===== src/sv/fim_pkg.sv =====
// ----------------------------------------------------------------------------
// fim_pkg: shared definitions for the fuzzy intensity map
// Register indexes, reset values and the pipeline control word type.
// ----------------------------------------------------------------------------
package fim_pkg;

  localparam int PIXEL_BITS_DFLT = 8;
  localparam int CFG_IDX_BITS    = 3;

  // Register reset values
  localparam int RST_BREAK_LOW    = 10;
  localparam int RST_BREAK_MID    = 98;
  localparam int RST_BREAK_HIGH   = 250;
  localparam int RST_LEVEL_DARK   = 0;
  localparam int RST_LEVEL_GRAY   = 127;
  localparam int RST_LEVEL_BRIGHT = 255;

  typedef enum logic [CFG_IDX_BITS-1:0] {
    CFG_BREAK_LOW    = 3'd0,
    CFG_BREAK_MID    = 3'd1,
    CFG_BREAK_HIGH   = 3'd2,
    CFG_LEVEL_DARK   = 3'd3,
    CFG_LEVEL_GRAY   = 3'd4,
    CFG_LEVEL_BRIGHT = 3'd5
  } cfg_idx_e;

  // Control that travels with each word down the pipeline
  typedef struct packed {
    logic valid;   // stage holds a word
    logic bypass;  // result is a plain level, no ramp division
  } ctl_t;

endpackage


===== src/sv/fuzzy_intensity_map_core.sv =====
// ----------------------------------------------------------------------------
// fuzzy_intensity_map_core: fuzzy ramp contrast mapping of gray pixels
// A word passes the blend stages, the divider stages and the output register.
// Throughput: one word per cycle unless the output stalls; the divider retires
//   one quotient bit per stage, so its depth sets the latency but not the rate.
// A stalled output word freezes every stage at once; nothing is dropped.
// Reset clears all valid bits and loads the break and level registers.
// ----------------------------------------------------------------------------
module fuzzy_intensity_map_core
  import fim_pkg::*;
#(
  parameter int PIXEL_BITS = PIXEL_BITS_DFLT
) (
  input  logic                    clk_i,
  input  logic                    rst_ni,
  // configuration write port
  input  logic                    cfg_we_i,
  input  logic [CFG_IDX_BITS-1:0] cfg_idx_i,
  input  logic [PIXEL_BITS-1:0]   cfg_wdata_i,
  // pixel input channel
  input  logic                    in_valid_i,
  output logic                    in_stall_o,
  input  logic [PIXEL_BITS-1:0]   pixel_in_i,
  // pixel output channel
  output logic                    out_valid_o,
  input  logic                    out_stall_i,
  output logic [PIXEL_BITS-1:0]   pixel_out_o
);

  localparam int W = PIXEL_BITS;

  logic [W-1:0] brk_low, brk_mid, brk_high;
  logic [W-1:0] lvl_dark, lvl_gray, lvl_bright;

  // Advance the whole pipe unless the output word is held by the sink.
  // The output register is the only place a finished word can wait, so
  // bubbles in the pipe are fine and a stall loses nothing.
  logic pipe_en;
  assign pipe_en    = !(out_valid_o && out_stall_i);
  assign in_stall_o = !pipe_en;

  fim_cfg #(
    .PIXEL_BITS (PIXEL_BITS)
  ) u_cfg (
    .clk_i        (clk_i),
    .rst_ni       (rst_ni),
    .cfg_we_i     (cfg_we_i),
    .cfg_idx_i    (cfg_idx_i),
    .cfg_wdata_i  (cfg_wdata_i),
    .brk_low_o    (brk_low),
    .brk_mid_o    (brk_mid),
    .brk_high_o   (brk_high),
    .lvl_dark_o   (lvl_dark),
    .lvl_gray_o   (lvl_gray),
    .lvl_bright_o (lvl_bright)
  );

  // Front end: pick the ramp (or a plain level), weight, sum the numerator
  ctl_t           bl_ctl;
  logic [2*W-1:0] bl_num;
  logic [W-1:0]   bl_span, bl_lvl;

  fim_blend #(
    .PIXEL_BITS (PIXEL_BITS)
  ) u_blend (
    .clk_i        (clk_i),
    .rst_ni       (rst_ni),
    .en_i         (pipe_en),
    .in_valid_i   (in_valid_i),
    .pixel_i      (pixel_in_i),
    .brk_low_i    (brk_low),
    .brk_mid_i    (brk_mid),
    .brk_high_i   (brk_high),
    .lvl_dark_i   (lvl_dark),
    .lvl_gray_i   (lvl_gray),
    .lvl_bright_i (lvl_bright),
    .ctl_o        (bl_ctl),
    .num_o        (bl_num),
    .span_o       (bl_span),
    .level_o      (bl_lvl)
  );

  // Back end: exact truncating division by the ramp span
  ctl_t         dv_ctl;
  logic [W-1:0] dv_quot, dv_lvl;

  fim_divider #(
    .PIXEL_BITS (PIXEL_BITS)
  ) u_div (
    .clk_i   (clk_i),
    .rst_ni  (rst_ni),
    .en_i    (pipe_en),
    .ctl_i   (bl_ctl),
    .num_i   (bl_num),
    .span_i  (bl_span),
    .level_i (bl_lvl),
    .ctl_o   (dv_ctl),
    .quot_o  (dv_quot),
    .level_o (dv_lvl)
  );

  // Output register: plain levels skip the quotient
  logic         out_valid_q;
  logic [W-1:0] pixel_out_d, pixel_out_q;

  assign pixel_out_d = dv_ctl.bypass ? dv_lvl : dv_quot;

  always_ff @(posedge clk_i or negedge rst_ni) begin
    if (!rst_ni) begin
      out_valid_q <= 1'b0;
    end else if (pipe_en) begin
      out_valid_q <= dv_ctl.valid;
    end
  end

  always_ff @(posedge clk_i) begin
    if (pipe_en) begin
      pixel_out_q <= pixel_out_d;
    end
  end

  assign out_valid_o = out_valid_q;
  assign pixel_out_o = pixel_out_q;

endmodule


===== src/sv/fim_cfg.sv =====
// ----------------------------------------------------------------------------
// fim_cfg: configuration register file
// Six write-only registers loaded through a plain write port.
// ----------------------------------------------------------------------------
module fim_cfg
  import fim_pkg::*;
#(
  parameter int PIXEL_BITS = PIXEL_BITS_DFLT
) (
  input  logic                    clk_i,
  input  logic                    rst_ni,
  input  logic                    cfg_we_i,
  input  logic [CFG_IDX_BITS-1:0] cfg_idx_i,
  input  logic [PIXEL_BITS-1:0]   cfg_wdata_i,
  output logic [PIXEL_BITS-1:0]   brk_low_o,
  output logic [PIXEL_BITS-1:0]   brk_mid_o,
  output logic [PIXEL_BITS-1:0]   brk_high_o,
  output logic [PIXEL_BITS-1:0]   lvl_dark_o,
  output logic [PIXEL_BITS-1:0]   lvl_gray_o,
  output logic [PIXEL_BITS-1:0]   lvl_bright_o
);

  logic [PIXEL_BITS-1:0] brk_low_q, brk_mid_q, brk_high_q;
  logic [PIXEL_BITS-1:0] lvl_dark_q, lvl_gray_q, lvl_bright_q;

  always_ff @(posedge clk_i or negedge rst_ni) begin
    if (!rst_ni) begin
      brk_low_q    <= PIXEL_BITS'(RST_BREAK_LOW);
      brk_mid_q    <= PIXEL_BITS'(RST_BREAK_MID);
      brk_high_q   <= PIXEL_BITS'(RST_BREAK_HIGH);
      lvl_dark_q   <= PIXEL_BITS'(RST_LEVEL_DARK);
      lvl_gray_q   <= PIXEL_BITS'(RST_LEVEL_GRAY);
      lvl_bright_q <= PIXEL_BITS'(RST_LEVEL_BRIGHT);
    end else if (cfg_we_i) begin
      case (cfg_idx_e'(cfg_idx_i))
        CFG_BREAK_LOW:    brk_low_q    <= cfg_wdata_i;
        CFG_BREAK_MID:    brk_mid_q    <= cfg_wdata_i;
        CFG_BREAK_HIGH:   brk_high_q   <= cfg_wdata_i;
        CFG_LEVEL_DARK:   lvl_dark_q   <= cfg_wdata_i;
        CFG_LEVEL_GRAY:   lvl_gray_q   <= cfg_wdata_i;
        CFG_LEVEL_BRIGHT: lvl_bright_q <= cfg_wdata_i;
        default: ;  // unknown index: drop the write
      endcase
    end
  end

  assign brk_low_o    = brk_low_q;
  assign brk_mid_o    = brk_mid_q;
  assign brk_high_o   = brk_high_q;
  assign lvl_dark_o   = lvl_dark_q;
  assign lvl_gray_o   = lvl_gray_q;
  assign lvl_bright_o = lvl_bright_q;

endmodule


===== src/sv/fim_blend.sv =====
// ----------------------------------------------------------------------------
// fim_blend: classify, weight and sum
// Three stages: pick the ramp and its weights, multiply, add numerator.
// ----------------------------------------------------------------------------
module fim_blend
  import fim_pkg::*;
#(
  parameter int PIXEL_BITS = PIXEL_BITS_DFLT
) (
  input  logic                    clk_i,
  input  logic                    rst_ni,
  input  logic                    en_i,
  input  logic                    in_valid_i,
  input  logic [PIXEL_BITS-1:0]   pixel_i,
  input  logic [PIXEL_BITS-1:0]   brk_low_i,
  input  logic [PIXEL_BITS-1:0]   brk_mid_i,
  input  logic [PIXEL_BITS-1:0]   brk_high_i,
  input  logic [PIXEL_BITS-1:0]   lvl_dark_i,
  input  logic [PIXEL_BITS-1:0]   lvl_gray_i,
  input  logic [PIXEL_BITS-1:0]   lvl_bright_i,
  output ctl_t                    ctl_o,
  output logic [2*PIXEL_BITS-1:0] num_o,
  output logic [PIXEL_BITS-1:0]   span_o,
  output logic [PIXEL_BITS-1:0]   level_o
);

  localparam int W  = PIXEL_BITS;
  localparam int W2 = 2 * PIXEL_BITS;

  // Stage 1: ramp selection
  ctl_t         s1_ctl_d, s1_ctl_q;
  logic [W-1:0] s1_a_d, s1_b_d, s1_wa_d, s1_wb_d, s1_span_d, s1_lvl_d;
  logic [W-1:0] s1_a_q, s1_b_q, s1_wa_q, s1_wb_q, s1_span_q, s1_lvl_q;

  always_comb begin
    s1_ctl_d.valid  = in_valid_i;
    s1_ctl_d.bypass = 1'b0;
    s1_a_d    = '0;
    s1_b_d    = '0;
    s1_wa_d   = '0;
    s1_wb_d   = '0;
    s1_span_d = '0;
    s1_lvl_d  = '0;
    if (pixel_i <= brk_low_i) begin
      s1_ctl_d.bypass = 1'b1;
      s1_lvl_d        = lvl_dark_i;
    end else if (pixel_i >= brk_high_i) begin
      s1_ctl_d.bypass = 1'b1;
      s1_lvl_d        = lvl_bright_i;
    end else if (pixel_i < brk_mid_i) begin
      s1_a_d    = lvl_dark_i;
      s1_b_d    = lvl_gray_i;
      s1_wa_d   = brk_mid_i - pixel_i;
      s1_wb_d   = pixel_i - brk_low_i;
      s1_span_d = brk_mid_i - brk_low_i;
    end else begin
      s1_a_d    = lvl_gray_i;
      s1_b_d    = lvl_bright_i;
      s1_wa_d   = brk_high_i - pixel_i;
      s1_wb_d   = pixel_i - brk_mid_i;
      s1_span_d = brk_high_i - brk_mid_i;
    end
  end

  // Stage 2: weight products
  ctl_t          s2_ctl_q;
  logic [W2-1:0] s2_pa_d, s2_pb_d, s2_pa_q, s2_pb_q;
  logic [W-1:0]  s2_span_q, s2_lvl_q;

  assign s2_pa_d = W2'(s1_a_q) * W2'(s1_wa_q);
  assign s2_pb_d = W2'(s1_b_q) * W2'(s1_wb_q);

  // Stage 3: numerator; a convex combination times span never exceeds 2W bits
  ctl_t          s3_ctl_q;
  logic [W2-1:0] s3_num_d, s3_num_q;
  logic [W-1:0]  s3_span_q, s3_lvl_q;

  assign s3_num_d = s2_pa_q + s2_pb_q;

  always_ff @(posedge clk_i or negedge rst_ni) begin
    if (!rst_ni) begin
      s1_ctl_q <= '0;
      s2_ctl_q <= '0;
      s3_ctl_q <= '0;
    end else if (en_i) begin
      s1_ctl_q <= s1_ctl_d;
      s2_ctl_q <= s1_ctl_q;
      s3_ctl_q <= s2_ctl_q;
    end
  end

  always_ff @(posedge clk_i) begin
    if (en_i) begin
      s1_a_q    <= s1_a_d;
      s1_b_q    <= s1_b_d;
      s1_wa_q   <= s1_wa_d;
      s1_wb_q   <= s1_wb_d;
      s1_span_q <= s1_span_d;
      s1_lvl_q  <= s1_lvl_d;
      s2_pa_q   <= s2_pa_d;
      s2_pb_q   <= s2_pb_d;
      s2_span_q <= s1_span_q;
      s2_lvl_q  <= s1_lvl_q;
      s3_num_q  <= s3_num_d;
      s3_span_q <= s2_span_q;
      s3_lvl_q  <= s2_lvl_q;
    end
  end

  assign ctl_o   = s3_ctl_q;
  assign num_o   = s3_num_q;
  assign span_o  = s3_span_q;
  assign level_o = s3_lvl_q;

  // A ramp word always has a nonzero span split exactly by its two weights
  a_ramp_span: assert property (@(posedge clk_i) disable iff (!rst_ni)
    s1_ctl_q.valid && !s1_ctl_q.bypass |->
      (s1_span_q != '0) &&
      ((W+1)'(s1_wa_q) + (W+1)'(s1_wb_q) == (W+1)'(s1_span_q)))
    else $error("fim_blend: ramp weights do not match span");

  // An accepted pixel lands in stage 1
  a_enter: assert property (@(posedge clk_i) disable iff (!rst_ni)
    $past(rst_ni) && $past(in_valid_i && en_i) |-> s1_ctl_q.valid)
    else $error("fim_blend: accepted pixel lost at stage 1");

endmodule


===== src/sv/fim_divider.sv =====
// ----------------------------------------------------------------------------
// fim_divider: pipelined restoring divider
// One quotient bit per stage; the quotient fits the pixel width.
// ----------------------------------------------------------------------------
module fim_divider
  import fim_pkg::*;
#(
  parameter int PIXEL_BITS = PIXEL_BITS_DFLT
) (
  input  logic                    clk_i,
  input  logic                    rst_ni,
  input  logic                    en_i,
  input  ctl_t                    ctl_i,
  input  logic [2*PIXEL_BITS-1:0] num_i,
  input  logic [PIXEL_BITS-1:0]   span_i,
  input  logic [PIXEL_BITS-1:0]   level_i,
  output ctl_t                    ctl_o,
  output logic [PIXEL_BITS-1:0]   quot_o,
  output logic [PIXEL_BITS-1:0]   level_o
);

  localparam int W = PIXEL_BITS;

  ctl_t         ctl_q  [W];
  logic [W-1:0] rem_q  [W];  // partial remainder, below span
  logic [W-1:0] nq_q   [W];  // dividend bits still to use, quotient bits shifted in
  logic [W-1:0] span_q [W];
  logic [W-1:0] lvl_q  [W];

  for (genvar k = 0; k < W; k++) begin : g_step
    ctl_t         ctl_in;
    logic [W-1:0] rem_in, nq_in, span_in, lvl_in;
    logic [W:0]   trial, diff;
    logic         qbit;
    logic [W-1:0] rem_d, nq_d;

    if (k == 0) begin : g_first
      assign ctl_in  = ctl_i;
      assign rem_in  = num_i[2*W-1:W];
      assign nq_in   = num_i[W-1:0];
      assign span_in = span_i;
      assign lvl_in  = level_i;
    end else begin : g_next
      assign ctl_in  = ctl_q[k-1];
      assign rem_in  = rem_q[k-1];
      assign nq_in   = nq_q[k-1];
      assign span_in = span_q[k-1];
      assign lvl_in  = lvl_q[k-1];
    end

    always_comb begin
      trial = {rem_in, nq_in[W-1]};
      diff  = trial - {1'b0, span_in};
      qbit  = (trial >= {1'b0, span_in});
      rem_d = qbit ? diff[W-1:0] : trial[W-1:0];
      nq_d  = {nq_in[W-2:0], qbit};
    end

    always_ff @(posedge clk_i or negedge rst_ni) begin
      if (!rst_ni) begin
        ctl_q[k] <= '0;
      end else if (en_i) begin
        ctl_q[k] <= ctl_in;
      end
    end

    always_ff @(posedge clk_i) begin
      if (en_i) begin
        rem_q[k]  <= rem_d;
        nq_q[k]   <= nq_d;
        span_q[k] <= span_in;
        lvl_q[k]  <= lvl_in;
      end
    end
  end

  assign ctl_o   = ctl_q[W-1];
  assign quot_o  = nq_q[W-1];
  assign level_o = lvl_q[W-1];

  // Final remainder of a ramp word stays below the divisor
  a_rem_range: assert property (@(posedge clk_i) disable iff (!rst_ni)
    ctl_q[W-1].valid && !ctl_q[W-1].bypass |-> rem_q[W-1] < span_q[W-1])
    else $error("fim_divider: remainder not below span");

  // A frozen pipe keeps its last stage untouched
  a_hold: assert property (@(posedge clk_i) disable iff (!rst_ni)
    !en_i |=> $stable(ctl_q[W-1]) && $stable(nq_q[W-1]))
    else $error("fim_divider: last stage moved while frozen");

endmodule

===== config.mk =====
export PLATFORM = sky130hd
export DESIGN_NAME = fuzzy_intensity_map_core
export DESIGN_NICKNAME = d
export VERILOG_FILES = /design/src/sv/fim_pkg.sv /design/src/sv/fuzzy_intensity_map_core.sv /design/src/sv/fim_cfg.sv /design/src/sv/fim_blend.sv /design/src/sv/fim_divider.sv
export SDC_FILE = /design/constraint.sdc
export NUM_CORES = 1
export LEC_CHECK = 0
export BUFFER_PORTS_ARGS = -buffer_cell sky130_fd_sc_hd__buf_4
export CAP_MARGIN = 20
export CORE_ASPECT_RATIO = 1.4
export CORE_MARGIN = 10
export CORE_UTILIZATION = 60
export CTS_BUF_LIST = sky130_fd_sc_hd__clkbuf_2 sky130_fd_sc_hd__clkbuf_4 sky130_fd_sc_hd__clkbuf_8
export CTS_CLUSTER_SIZE = 20
export DETAILED_ROUTE_END_ITERATION = 6
export GPL_TIMING_DRIVEN = 0
export PLACE_DENSITY = 0.82
export SYNTH_ARGS = -nofsm -noshare
export SYNTH_HDL_FRONTEND = slang
export SYNTH_HIERARCHICAL = 1
export SYNTH_SLANG_ARGS = --single-unit

===== constraint.sdc =====
create_clock -name clk_i -period 8.7 [get_ports clk_i]
set_input_delay 1.305 -clock clk_i [delete_from_list [all_inputs] [get_ports clk_i]]
set_output_delay 1.305 -clock clk_i [all_outputs]
set_load 0.01 [all_outputs]

==> impl_results.md <==
* Post-synth EDFFs at 376
* Worst slew margin at 40.9%
* Buf+Inv Stages, Crit Path at 2
* DR vias/cell at 5.79
* ANT cells at 0
* Site Rows at 88
* Core area at 41300 um^2
* Worst Tran Pin Value at 0.881 ns
* CTS tree: built
* First-pass GRT wire length at 82.1 mm
* Critical Path Max Stage Delay at 0.57 ns
* Io pins at 34
* Net Sw Power at 4.10 mW
* CTS root buf: clkbuf_8
* Clock buffer count from CTS at 70
* Antenna violations before repair at 0
* Vias in the first global route at 16500
* Post-DP HPWL at 38.5 mm
* Layout cells sized above 1 at 15.3%
* CP Cell Sequence: and2_1 > fa_1 > inv_1 > fa_1 > fa_1 > fa_1 > inv_1 > ha_1 > o21a_1 > a21boi_0 > o41ai_2 > nor2_1 > a311oi_1
* Total stage count of the critical path at 13
* Grt total ovfl at 0
* Max Fclk at 211 MHz
* Final core utilization at 66.7%
* Hold Fails Final Rpt at 0
* Clk_lat worst skew at 0.64 ns
* CTS Buffer Depth at 3
* HP Start: u_div/lvl_q[1][11]$_DFFE_PP_
* Net Sw Frac at 37.4%
* Hold Crit Class: flip-flop to flip-flop
* Avg Synthesized Cell Area at 12.6 um^2
* Post-synth net total at 2300
* WL per Instance at 18.9 um
* Pwr/cell area at 398 nW/um^2
* CP startpoint: u_blend/s1_a_q[3]$_SDFFCE_PP0P_
* Critical path data required time at 9.16 ns
* Synthesis-to-layout area growth at 9.62%
* Worst setup SP type: flip-flop
* Flop pwr share at 39.0%
* GRT Overall Usage at 20.5%
* Flop2flop setup slack at 3.97 ns
* Reg2reg path depth at 13
* RSZ-0062 raised after global routing: no
* DP Area at 26100 um^2
* Starting Density at 60.8%
* DRC errors left at 0
* Syn Inst Count at 1994
* Post-route ant nets at 0
* Setup total negative slack at 0 ns
* Endpoint type of the worst setup path: flip-flop
* CP max FO at 8
* Crit path to: u_blend/s2_pa_q[15]$_DFFE_PP_
* RR Endpoint: u_blend/s2_pa_q[15]$_DFFE_PP_
* RD Place Congestion at 1.01
* Worst r2r src: u_blend/s1_a_q[3]$_SDFFCE_PP0P_
* Crit path DAT at 5.19 ns
* Post-synth top area share at 45.0%
* Worst Skew at 0.0389 ns
* Fin crit period at 4.73 ns
* First-pass detailed-route iteration total at 5
* Hold_ws at 0.414 ns
* Most common cell on crit path: fa_1
* Die Wd at 193 um
* Max Cap Violations at 0
* Synth warn at 6
* Top post-synthesis cells by area: edfxtp_1 45%, ha_1 9.8%, fa_1 6.9%, mux2_2 4.8%, dfrtp_1 4.5%
* Count of cell types in the netlist at 78
* Max H-tree Level at 3
* Cts repair resizes at 0
* Routed WL at 50.9 mm
* Final period util at 54.4%
* Port Buffers at 32
* Status: completed
* Top delay family on crit path: adder cells
* Synth Register Bits at 447
* Post-route cell area at 27500 um^2
* Clock sinks at 447
* Worst VDD drop at 176 uV
* Clk slew on worst S/H paths at 0.06 ns
* Fraction of registers with async set/reset at 15.9%
* Final setup viols at 0
* Top_reg_cell synth: edfxtp_1
* DIE AREA at 50600 um^2
* Post-synthesis sequential area ratio at 52.2%
* # nets final at 2407
* DRT iter0 DRCs at 839
* Crit path kind: flip-flop to flip-flop
* Final Power at 11.0 mW
* Largest net degree at the start of global routing at 118
* Post-CTS Setup Inserts at 0
* Final max-slew violation count at 0
* Leading area contributor after synthesis: edfxtp_1
* Die height at 262 um
* Clk pwr share at 16.0%
* Synthesized cell area at 25100 um^2
* Combinational Power Share at 45.0%
* Vias at 15600
* Total internal power at 6.87 mW
* Crit path max-delay cell type: o41ai_2
* CTS hold repair buffers at 0
* Leakage at 11.7 nW
==> registers in the layout, summed over array words and instances, names as in the netlist, 14 cells and up <==
signal           cells
u_div/span_q        56
u_div/rem_q         56
u_blend/s2_pa_q     16
u_div/nq_q          64
u_blend/s2_pb_q     16
u_div/lvl_q         64
u_div/ctl_q         14
u_blend/num_o       16
==> worst register-to-register path, stage by stage, from the launching register on <==
cell	delay [ns]
edfxtp_1	0.52
and2_1	0.22
fa_1	0.53
inv_1	0.05
fa_1	0.46
fa_1	0.53
fa_1	0.55
inv_1	0.04
ha_1	0.33
o21a_1	0.23
a21boi_0	0.18
o41ai_2	0.57
nor2_1	0.11
a311oi_1	0.23
==> worst min path at each step <==
| stage | to | cells past startpoint |
|---|---|---|
| after floorplan | u_blend/level_o[0]$_DFFE_PP_ | 0 |
| after global placement | u_div/nq_q[0][27]$_DFFE_PP_ | 0 |
| after detailed placement | u_blend/level_o[3]$_DFFE_PP_ | 0 |
| after CTS | u_div/nq_q[0][1]$_DFFE_PP_ | 0 |
| after global routing | u_blend/s2_lvl_q[6]$_DFFE_PP_ | 0 |
| final | u_div/lvl_q[1][19]$_DFFE_PP_ | 0 |
==> logic make-up after synthesis <==
| group | synth area share, % |
|---|---|
| simple gates | 9.71 |
| flops | 52.2 |
| compound gates | 9.02 |
| fa+ha+maj | 16.6 |
| buf+inv | 3.96 |
| mux | 5.99 |
| xor+xnor | 2.55 |
==> synth_stat cells, drive strengths merged (24+ instances only) <==
master / n
a21o: 28
a21oi: 105
and2: 101
dfrtp: 45
dfstp: 26
edfxtp: 376
fa: 86
ha: 196
inv: 228
mux2: 114
nand2: 125
nand2b: 30
nand3: 24
nor2: 73
nor2b: 26
o21ai: 75
xnor2: 48
xor2: 25
==> per-layer routing <==
layer | share of wire [%] | up-vias | GRT usage (%)
li1 | - | 7385 | -
met1 | 34 | 7660 | 19.5
met2 | 56 | 412 | 39.1
met3 | 3.9 | 161 | 3.61
met4 | 6.5 | 0 | 13.9
met5 | 0 | - | 0
==> cell type report <==
type                    instances  area, um^2
multi-input cells            1293       11000
clock inverters                38         282
plain buffers                  26         139
fillers                      3014       13800
flip-flops and latches        447       13100
clock buffers                  90        1120
well taps                     540         676
inverters                     228         856
repair buffers                 35         323
==> stage by stage <==
step	instances	setup slack, ns
2_1_floorplan	1994	1.79
3_3_place_gp	2566	0.137
3_5_place_dp	2569	4.07
4_1_cts	2697	4.06
5_1_grt	2697	3.72
6_report	2697	3.97
==> cell usage in the layout, fill, tap and decap left out, types with 35 or more instances in the layout <==
| master | count |
|---|---|
| edfxtp_1 | 376 |
| inv_1 | 228 |
| ha_1 | 196 |
| nand2_1 | 124 |
| mux2_2 | 106 |
| a21oi_1 | 102 |
| and2_1 | 101 |
| fa_1 | 86 |
| o21ai_0 | 73 |
| nor2_1 | 73 |
| clkbuf_8 | 71 |
| xnor2_1 | 48 |
| dfrtp_1 | 45 |
| buf_4 | 35 |
==> power by group through the flow <==
stage / registers [mW] / clock network [mW] / logic (mW)
2_1_floorplan: 4.15 / 0 / 3.76
3_3_place_gp: 4.39 / 0 / 4.63
3_5_place_dp: 4.32 / 0 / 4.88
4_1_cts: 4.28 / 1.81 / 4.92
5_1_grt: 4.38 / 1.90 / 5.50
6_report: 4.28 / 1.75 / 4.93
Note: power is estimated with default switching activity, not from simulation.
